[config.mk]
export PLATFORM = sky130hd
export DESIGN_NAME = frame_deadline_pacer
export DESIGN_NICKNAME = d
export VERILOG_FILES = /design/src/hdl/fdp_pkg.sv /design/src/hdl/fdp_div.sv /design/src/hdl/frame_deadline_pacer.sv
export SDC_FILE = /design/constraint.sdc
export NUM_CORES = 1
export LEC_CHECK = 0
export ABC_AREA = 0
export BUFFER_PORTS_ARGS = -buffer_cell sky130_fd_sc_hd__buf_4
export CORE_MARGIN = 8
export CORE_UTILIZATION = 58
export CTS_CLUSTER_DIAMETER = 40
export DETAILED_ROUTE_END_ITERATION = 8
export PLACE_DENSITY = 0.78
export SETUP_SLACK_MARGIN = 0.15
export SYNTH_ARGS = -nofsm -noshare
export SYNTH_HDL_FRONTEND = slang
export SYNTH_SLANG_ARGS = --single-unit
[constraint.sdc]
create_clock -name clk -period 6.1 [get_ports clk]
set_clock_uncertainty 0.15 [all_clocks]
set_input_delay 0.915 -clock clk [delete_from_list [all_inputs] [get_ports clk]]
set_output_delay 0.915 -clock clk [all_outputs]
set_load 0.03 [all_outputs]
[src/hdl/fdp_pkg.sv]
package fdp_pkg;

	// field and internal widths
	localparam int TIME_W = 64;
	localparam int RATE_W = 16;
	// period never exceeds one second in ns, which fits in 30 bits
	localparam int PER_W = 30;
	localparam int CNT_W = $clog2(TIME_W + 1);

	localparam int NS_PER_SEC = 1000000000;
	localparam int RATE_RESET = 30;

	// request to the serial divider
	typedef struct packed {
		logic             start;
		logic [CNT_W-1:0] steps;
	} div_req_t;

endpackage

[src/hdl/fdp_div.sv]
module fdp_div import fdp_pkg::*; (
	input  logic              clk,
	input  logic              arst_n,
	input  div_req_t          req,
	input  logic [TIME_W-1:0] dividend,
	input  logic [PER_W-1:0]  divisor,
	output logic              done,
	output logic [TIME_W-1:0] quotient,
	output logic [PER_W-1:0]  remainder
);

	logic [TIME_W-1:0] dvd_q;
	logic [PER_W-1:0]  rem_q;
	logic [PER_W-1:0]  dsr_q;
	logic [CNT_W-1:0]  cnt_q;
	logic              done_q;

	logic [PER_W:0]    trial;
	logic [PER_W+1:0]  diff;
	logic              ge;

	// one restoring step: bring in the next dividend bit, try the subtract
	always_comb begin
		trial = {rem_q, dvd_q[TIME_W-1]};
		diff  = {1'b0, trial} - {2'b0, dsr_q};
		ge    = !diff[PER_W+1];
	end

	// step counter and completion pulse
	always_ff @(posedge clk or negedge arst_n) begin
		if (!arst_n) begin
			cnt_q  <= '0;
			done_q <= 1'b0;
		end else if (req.start) begin
			cnt_q  <= req.steps;
			done_q <= 1'b0;
		end else if (cnt_q != '0) begin
			cnt_q  <= cnt_q - CNT_W'(1);
			done_q <= (cnt_q == CNT_W'(1));
		end else begin
			done_q <= 1'b0;
		end
	end

	// dividend shifts out at the top while quotient bits shift in at the bottom
	always_ff @(posedge clk) begin
		if (req.start) begin
			dvd_q <= dividend;
			rem_q <= '0;
			dsr_q <= divisor;
		end else if (cnt_q != '0) begin
			dvd_q <= {dvd_q[TIME_W-2:0], ge};
			rem_q <= ge ? diff[PER_W-1:0] : trial[PER_W-1:0];
		end
	end

	assign done      = done_q;
	assign quotient  = dvd_q;
	assign remainder = rem_q;

endmodule

[src/hdl/frame_deadline_pacer.sv]
// Frame pacer: each query word (kind 0) carries a nanosecond timestamp and
// returns frame_due = 1 when a frame should be produced, re-arming the
// deadline at now plus one period when the rate changed or nothing is armed,
// and otherwise catching up by whole periods past now (deadlines saturate at
// all ones). A clear word (kind 1) drops the armed deadline and returns 0.
// The period, ceil(1e9 / rate) with rate 0 read as 1, and the catch-up
// remainder come from one shared bit-serial divider, one quotient bit per
// cycle. A clear skips the divider, an arming or not-due query runs it for
// the period (30 divider steps), and a catch-up query runs it again for the
// remainder (64 divider steps). One word is in flight at a time; the
// result sits in an output register so the next word can be taken while it
// waits. frames_per_second may be written only while the block is idle.
module frame_deadline_pacer import fdp_pkg::*; (
	input  logic              clk,
	input  logic              arst_n,
	input  logic              in_valid,
	output logic              in_ready,
	input  logic              kind,
	input  logic [TIME_W-1:0] now_time,
	output logic              out_valid,
	input  logic              out_ready,
	output logic              frame_due,
	input  logic              cfg_we,
	input  logic [RATE_W-1:0] cfg_wdata
);

	typedef enum logic [6:0] {
		S_IDLE = 7'b0000001,
		S_PDIV = 7'b0000010,
		S_CHK  = 7'b0000100,
		S_RDIV = 7'b0001000,
		S_SUB  = 7'b0010000,
		S_ADD  = 7'b0100000,
		S_FIN  = 7'b1000000
	} state_t;

	state_t            state_q;
	logic [RATE_W-1:0] fps_q;
	logic [RATE_W-1:0] armed_q;
	logic [TIME_W-1:0] dl_q;
	logic [RATE_W-1:0] rate_q;
	logic [TIME_W-1:0] now_q;
	logic [PER_W-1:0]  period_q;
	logic [TIME_W-1:0] base_q;
	logic              res_q;
	logic              out_valid_q;
	logic              due_q;

	logic [RATE_W-1:0] eff;
	logic [PER_W-1:0]  pdiv_num;
	logic              rearm;
	logic              early;
	logic              catch_up;
	logic [TIME_W-1:0] lag;
	logic [TIME_W:0]   sum;

	div_req_t          div_req;
	logic [TIME_W-1:0] div_dividend;
	logic [PER_W-1:0]  div_divisor;
	logic              div_done;
	logic [TIME_W-1:0] div_quot;
	logic [PER_W-1:0]  div_rem;

	// effective rate and the rounded-up numerator for the period
	always_comb begin
		eff      = (fps_q == '0) ? RATE_W'(1) : fps_q;
		pdiv_num = PER_W'(NS_PER_SEC) + PER_W'(eff) - PER_W'(1);
	end

	// deadline decision
	always_comb begin
		rearm    = (armed_q != rate_q) || (dl_q == '0);
		early    = (now_q < dl_q);
		catch_up = (state_q == S_CHK) && !rearm && !early;
		lag      = now_q - dl_q;
		sum      = {1'b0, base_q} + {{(TIME_W + 1 - PER_W){1'b0}}, period_q};
	end

	// divider requests: period on a query accept, lag remainder on catch-up
	always_comb begin
		div_req.start = 1'b0;
		div_req.steps = CNT_W'(PER_W);
		div_dividend  = {pdiv_num, {(TIME_W - PER_W){1'b0}}};
		div_divisor   = {{(PER_W - RATE_W){1'b0}}, eff};
		if (catch_up) begin
			div_req.start = 1'b1;
			div_req.steps = CNT_W'(TIME_W);
			div_dividend  = lag;
			div_divisor   = period_q;
		end else if ((state_q == S_IDLE) && in_valid && !kind) begin
			div_req.start = 1'b1;
		end
	end

	fdp_div u_div (
		.clk       (clk),
		.arst_n    (arst_n),
		.req       (div_req),
		.dividend  (div_dividend),
		.divisor   (div_divisor),
		.done      (div_done),
		.quotient  (div_quot),
		.remainder (div_rem)
	);

	// rate register
	always_ff @(posedge clk or negedge arst_n) begin
		if (!arst_n) begin
			fps_q <= RATE_W'(RATE_RESET);
		end else if (cfg_we) begin
			fps_q <= cfg_wdata;
		end
	end

	// sequencer and pacing state
	always_ff @(posedge clk or negedge arst_n) begin
		if (!arst_n) begin
			state_q     <= S_IDLE;
			armed_q     <= '0;
			dl_q        <= '0;
			res_q       <= 1'b0;
		end else begin
			unique case (state_q)
				S_IDLE: begin
					if (in_valid) begin
						if (kind) begin
							dl_q    <= '0;
							armed_q <= '0;
							res_q   <= 1'b0;
							state_q <= S_FIN;
						end else begin
							state_q <= S_PDIV;
						end
					end
				end
				S_PDIV: begin
					if (div_done) begin
						state_q <= S_CHK;
					end
				end
				S_CHK: begin
					if (rearm) begin
						armed_q <= rate_q;
						state_q <= S_ADD;
					end else if (early) begin
						res_q   <= 1'b0;
						state_q <= S_FIN;
					end else begin
						state_q <= S_RDIV;
					end
				end
				S_RDIV: begin
					if (div_done) begin
						state_q <= S_SUB;
					end
				end
				S_SUB: begin
					state_q <= S_ADD;
				end
				S_ADD: begin
					dl_q    <= sum[TIME_W] ? '1 : sum[TIME_W-1:0];
					res_q   <= 1'b1;
					state_q <= S_FIN;
				end
				S_FIN: begin
					if (!out_valid_q || out_ready) begin
						state_q <= S_IDLE;
					end
				end
				default: begin
					state_q <= S_IDLE;
				end
			endcase
		end
	end

	// output register
	always_ff @(posedge clk or negedge arst_n) begin
		if (!arst_n) begin
			out_valid_q <= 1'b0;
			due_q       <= 1'b0;
		end else if ((state_q == S_FIN) && (!out_valid_q || out_ready)) begin
			out_valid_q <= 1'b1;
			due_q       <= res_q;
		end else if (out_ready) begin
			out_valid_q <= 1'b0;
		end
	end

	// word payload and arithmetic operands
	always_ff @(posedge clk) begin
		if ((state_q == S_IDLE) && in_valid) begin
			now_q  <= now_time;
			rate_q <= eff;
		end
		if ((state_q == S_PDIV) && div_done) begin
			period_q <= div_quot[PER_W-1:0];
		end
		// arming adds the period to now; catch-up adds it to now less the remainder
		if ((state_q == S_CHK) && rearm) begin
			base_q <= now_q;
		end else if (state_q == S_SUB) begin
			base_q <= now_q - {{(TIME_W - PER_W){1'b0}}, div_rem};
		end
	end

	assign in_ready  = (state_q == S_IDLE);
	assign out_valid = out_valid_q;
	assign frame_due = due_q;

endmodule
==> results.txt, run 1 <==
Max IR drop VDD: 0.338 mV
Worst Tran Pin Value: 1.09 ns
vias in the first global route: 20.4k
ys flop type: edfxtp_1
die area: 51,200 sq um
Clock Tree Root: clkbuf_16
post-cts sizing count: 0
grt peak-use layer: met2
r2r worst-path depth: 13
area growth from synthesis to layout: 12.3%
CP Cell Sequence: ha_1 > fa_1 > a21o_1 > a21oi_1 > o21bai_1 > a2111oi_0 > o32a_1 > o31a_2 > a31oi_1 > and3_1 > and3_1 > nand2_1 > o211ai_1
slew margin rel.: 25.1%
sequential power share: 32.8%
CP bufs+invs: 0
Yosys Warn Count: 0
Post-synth EDFFs: 268
FP Rows: 77
via count: 20.6k
number of vias per cell: 6.12
post-synthesis sequential area ratio: 44.9%
cell taking the most area after synthesis: edfxtp_1
postcts setup bufs: 0
antenna violations before repair: 0
Setup crit end kind: flop
gr usage total: 27.5%
Tcrit/Tclk final: 87.9%
Final #Nets: 2,974
Core Region: 43,900 sq um
NetSw: 0.00491 W
top cells by area, synth: edfxtp_1 (31%), dfrtp_1 (11%), ha_1 (7.7%), a21oi_1 (4.8%), xnor2_1 (4.1%)
WL/cell: 21.0 um
FF-to-FF End: dl_q[44]
Max H-tree Level: 2
switching share of power: 37.8%
Critical Path Fanout Max: 24
R2R Setup Slk: 0.74 ns
Yosys top cell area share: 31.4%
starting density of the core: 58.3%
Max Cap Violations: 0
first-pass GRT wire length: 111,000 um
# hold bufs at CTS: 0
Arrival @ worst endpoint: 5.65 ns
Pre-antenna DRT Iters: 5
total congestion overflow: 0
Starting DRT DRC Count: 1,833
Setup TNS Final: 0 ns
total CTS buffers: 60
total wire length: 70,700 um
achievable frequency: 0.186 GHz
Leak: 11.9 nW
most used cell, CP: and3_1
area of placed instances: 26,700 sq um
met1 usage: 37.3%
CP peak stage delay: 0.98 ns
DRC viols: 0
Seq cells post-synth: 412
Worst Path Required: 6.38 ns
Max clock buf depth: 3
worst skew pair latency: 0.62 ns
met2 GRT Util: 44.8%
clock slew at reported path FFs: 0.06 ns
Logic pwr share: 40.3%
Yosys cell types: 80
RSZ-0062 raised after global routing: no
die extent in x: 226 um
M3 GR Usage: 3.84%
Buffers on Ports: 88
Slew Viols, Final: 0
final core occ: 65.5%
status: completed
final setup violation count: 0
Post-DRT Antenna Nets: 0
Post-Syn Area: 25,600 sq um
Hold WC Path Type: in2async
number of I/O pins: 89
layout cell share with drive strength beyond 1: 10.6%
number of fill cells in the layout: 3,489
Synth Instances: 2,671
internal power: 0.00807 W
Detailed Place HPWL: 52,800 um
Final Power: 0.0130 W
post-route cell area: 28,800 sq um
Clock Sinks: 412
syn_area_per_cell: 9.59 sq um
Worst Setup SP: period_q[0]
Clock power frac: 26.9%
reg-to-reg critical path startpoint: period_q[0]
P per Cell Area: 451 nW/um^2
CP max-delay cell: a2111oi_0
routability cong.: 0.987
fin crit period: 5.36 ns
largest net degree at the start of global routing: 107
Hold Fails Final Rpt: 0
Crit path max-delay family: compound AO/OA/AOI/OAI gates
kind of critical path: reg2reg
net count after synthesis: 2,918
die height: 226 um
post-synthesis async set-or-reset flop share: 27.7%
CP startpoint kind: flop
CTS tree: yes
-- cells in the mapped netlist, types with 9 or more instances --
cell type / instances
edfxtp_1: 268
a21oi_1: 245
inv_1: 203
nand2_1: 202
o21ai_0: 199
nor2_1: 162
ha_1: 157
xnor2_1: 121
nand3_1: 117
dfrtp_1: 109
xor2_1: 105
clkbuf_1: 89
a21o_1: 85
a31oi_1: 43
mux2_2: 41
nand4_1: 40
o211ai_1: 40
nor3_1: 38
dfxtp_1: 30
and3_1: 29
nor4_1: 29
nor2b_1: 28
o21bai_1: 26
nand2b_1: 25
buf_2: 16
a211oi_1: 15
o21a_1: 15
or3_1: 15
a22o_1: 13
and2_1: 13
o2bb2ai_1: 12
or2_2: 11
and4_1: 10
o31ai_1: 9
-- cell type report --
cell class	count	area, sq um	share of cell area [%]
clock buffers	67	1560	5.42
repair buffers	110	838	2.91
diodes	1	2.50	0.00869
well taps	592	741	2.57
flip-flops and latches	412	11500	40.0
multi-input cells	1939	12900	44.8
inverters	204	769	2.67
clock inverters	45	477	1.66
-- power groups by stage --
stage / sequential (W) / clock [W] / combinational [W]
6_report: 0.00426 / 0.00349 / 0.00524
5_1_grt: 0.00431 / 0.00363 / 0.00580
4_1_cts: 0.00424 / 0.00352 / 0.00518
3_5_place_dp: 0.00429 / 0 / 0.00512
3_3_place_gp: 0.00427 / 0 / 0.00499
2_1_floorplan: 0.00412 / 0 / 0.00392
-- registers in the layout, summed over array words and instances, names as in the netlist, 7 cells and up --
| signal | flops |
|---|---|
| armed_q | 16 |
| base_q | 64 |
| dl_q | 64 |
| fps_q | 16 |
| now_q | 64 |
| period_q | 30 |
| rate_q | 16 |
| state_q | 7 |
| u_div.cnt_q | 7 |
| u_div.dsr_q | 30 |
| u_div.quotient | 64 |
| u_div.remainder | 30 |
-- metal layers --
layer	part of all wire, %	wire (um)	vias up
met4	3.1	2220	0
met3	7.3	5180	149
li1	-	-	9788
met5	0	0	-
met2	46	32800	845
met1	43	30500	9859
-- per-stage QoR --
step / cells / hold WS (ns) / setup WS [ns]
after floorplan: 2671 / 0.276 / 0.754
after global placement: 3257 / 0.281 / 1.04
after detailed placement: 3257 / 0.283 / 0.798
after CTS: 3369 / 0.289 / 0.765
after global routing: 3369 / 0.298 / 0.463
final: 3370 / 0.291 / 0.738
-- kinds of logic (layout without fill, tap and decap cells) --
family | after synthesis | count (layout) | share of synthesized area, %
xor gates and xnor gates | 226 | 226 | 7.72
buffers and inverters | 320 | 426 | 4.89
other | 0 | 1 | 0
AOI/OAI and AO/OA | 767 | 767 | 18.5
muxes | 43 | 43 | 1.88
and+or+nand+nor | 742 | 742 | 14.1
adders and majority gates | 161 | 161 | 7.98
DFF | 412 | 412 | 44.9
-- cell usage in the layout, fill, tap and decap left out, types with 41 or more instances in the layout --
cell	count
a31oi_1	43
nand2_1	200
edfxtp_1	268
inv_1	201
buf_4	109
a21o_1	85
o21ai_0	199
xor2_1	105
xnor2_1	121
a21oi_1	245
dfrtp_1	109
clkbuf_16	61
nand3_1	117
ha_1	157
mux2_2	41
nor2_1	161
-- how the worst max path moves through the flow --
stage,endpoint,depth (start not counted)
after floorplan,u_div.quotient[0],17
after global placement,dl_q[58],13
after detailed placement,dl_q[18],13
after CTS,dl_q[18],13
after global routing,dl_q[18],13
final,dl_q[44],13
No activity file was read; power rests on OpenSTA's default activity.
==> run 2: changes to the inputs <==
- CORE_UTILIZATION: 58 -> 63
- PLACE_DENSITY: 0.78 -> 0.84
==> run 2 against run 1 <==
  * Non-clock buffer count rose by 2
  * Die area fell by 7.4%
  * First-iteration DRC count rose by 22%
  * Clock power fell by 2%
  * Hold slack barely moved
  * Register-to-register slack got worse by 0.02 ns
==> results.txt, run 2 (synthesized netlist as in run 1, its figures left out) <==
reg-to-reg critical path startpoint: dl_q[0]
clock slew at reported path FFs: 0.06 ns
final setup violation count: 0
Slew Viols, Final: 0
Reg area: 11,500 sq um
Max H-tree Level: 2
WL/cell: 21.3 um
Critical Path Fanout Max: 64
Post-DRT Antenna Nets: 0
Worst Setup SP: dl_q[0]
wire length on met3: 6240 um
CTS tree: yes
antenna violations before repair: 1
RSZ-0062 raised after global routing: no
R2R Setup Slk: 0.72 ns
Arrival @ worst endpoint: 5.46 ns
Clock Sinks: 412
worst skew pair latency: 0.62 ns
most frequent cells in the layout: edfxtp_1 (268), a21oi_1 (245), inv_1 (201)
Leak: 11.9 nW
starting density of the core: 63.3%
Hold WC Path Type: in2async
gr usage total: 29.5%
area growth from synthesis to layout: 11.9%
largest net degree at the start of global routing: 93
Hold Fails Final Rpt: 0
via count: 20.9k
most common cell after layout, fill and taps aside: edfxtp_1
kind of critical path: reg2reg
layout cell share with drive strength beyond 1: 10.7%
Starting DRT DRC Count: 2,241
total CTS buffers: 59
routability cong.: 0.954
Pre-antenna DRT Iters: 6
die extent in x: 218 um
CP endpoint: u_div.quotient[32]
P per Cell Area: 453 nW/um^2
Core Region: 40,500 sq um
Clock Tree Root: clkbuf_16
number of vias per cell: 6.32
total wire length: 70,700 um
Setup TNS Final: 0 ns
first-pass GRT wire length: 111,000 um
vias in the first global route: 20.3k
FP Rows: 74
Metal-1 WL: 29,200 um
fin crit period: 5.38 ns
# hold bufs at CTS: 0
Max clock buf depth: 3
postcts setup bufs: 0
r2r worst-path depth: 16
status: completed
die height: 218 um
Tcrit/Tclk final: 88.2%
number of fill cells in the layout: 2,866
Worst Path Required: 6.18 ns
Worst Tran Pin Value: 1.10 ns
FF-to-FF End: u_div.quotient[32]
number of I/O pins: 89
Detailed Place HPWL: 52,100 um
Top Metal Used: met5
post-cts sizing count: 0
die area: 47,400 sq um
DRC viols: 0
final core occ: 70.9%
Max IR drop VDD: 0.301 mV
Buffers on Ports: 88
Setup crit end kind: flop
total congestion overflow: 0
slew margin rel.: 26.8%
CP startpoint kind: flop
Final #Nets: 2,975
achievable frequency: 0.186 GHz
Multi-input gate area: 12,900 sq um
Max Cap Violations: 0
DR WL met2: 32,700 um
## run 2: worst min-delay path by stage
stage / from / to / slack, ns / cells past startpoint
floorplan: u_div.quotient[0] / period_q[0] / 0.28 / 0
global placement: u_div.quotient[2] / period_q[2] / 0.28 / 0
detailed placement: u_div.quotient[21] / period_q[21] / 0.29 / 0
CTS: now_time[53] / now_q[53] / 0.29 / 1
global route: now_time[46] / now_q[46] / 0.30 / 1
finish: arst_n / state_q[2] / 0.29 / 1
## run 2: area by class of cell
cell class / count / area share, %
Antenna cell: 1 / 0.00872
Clock buffer: 64 / 5.25
Clock inverter: 48 / 1.72
Inverter: 204 / 2.68
Multi-Input combinational cell: 1939 / 44.9
Sequential cell: 412 / 40.1
Tap cell: 532 / 2.32
Timing Repair Buffer: 112 / 2.97
## run 2: power breakdown
group,leakage [nW],internal (W),total (W),switching (W)
clock network,0.959,0.00198,0.00341,0.00143
registers,4.37,0.00381,0.00427,0.000462
logic,6.53,0.00216,0.00530,0.00314
total,11.9,0.00795,0.0130,0.00504
## run 2: stage by stage
stage	total power, W	setup slack, ns	hold WS, ns	cells	cell area [sq um]
2_1_floorplan	0.00803	0.754	0.276	2671	25600
3_3_place_gp	0.00927	0.972	0.280	3199	26700
3_5_place_dp	0.00944	0.845	0.286	3199	26700
4_1_cts	0.0129	0.765	0.294	3311	28700
5_1_grt	0.0137	0.425	0.296	3311	28700
6_report	0.0130	0.719	0.291	3312	28700
## run 2: per-layer routing
metal,GRT usage (%),up-vias
met5,0,-
met1,39.1,9967
met2,47.5,963
met4,11.4,2
met3,5.55,190
li1,-,9818
## run 2: critical path, stage by stage, from the launching register on
cell and delay [ns]:
dfrtp_1 0.40, ha_1 0.25, fa_1 0.43, nor2b_1 0.16
o21a_1 0.16, a311o_2 0.24, o31ai_4 0.10, o31a_2 0.42
o31ai_4 0.37, a31o_4 0.25, nor2b_4 0.17, o21ai_4 0.07
and2_1 0.32, inv_4 0.48, nor2_8 0.20, inv_2 0.09
buf_4 0.66
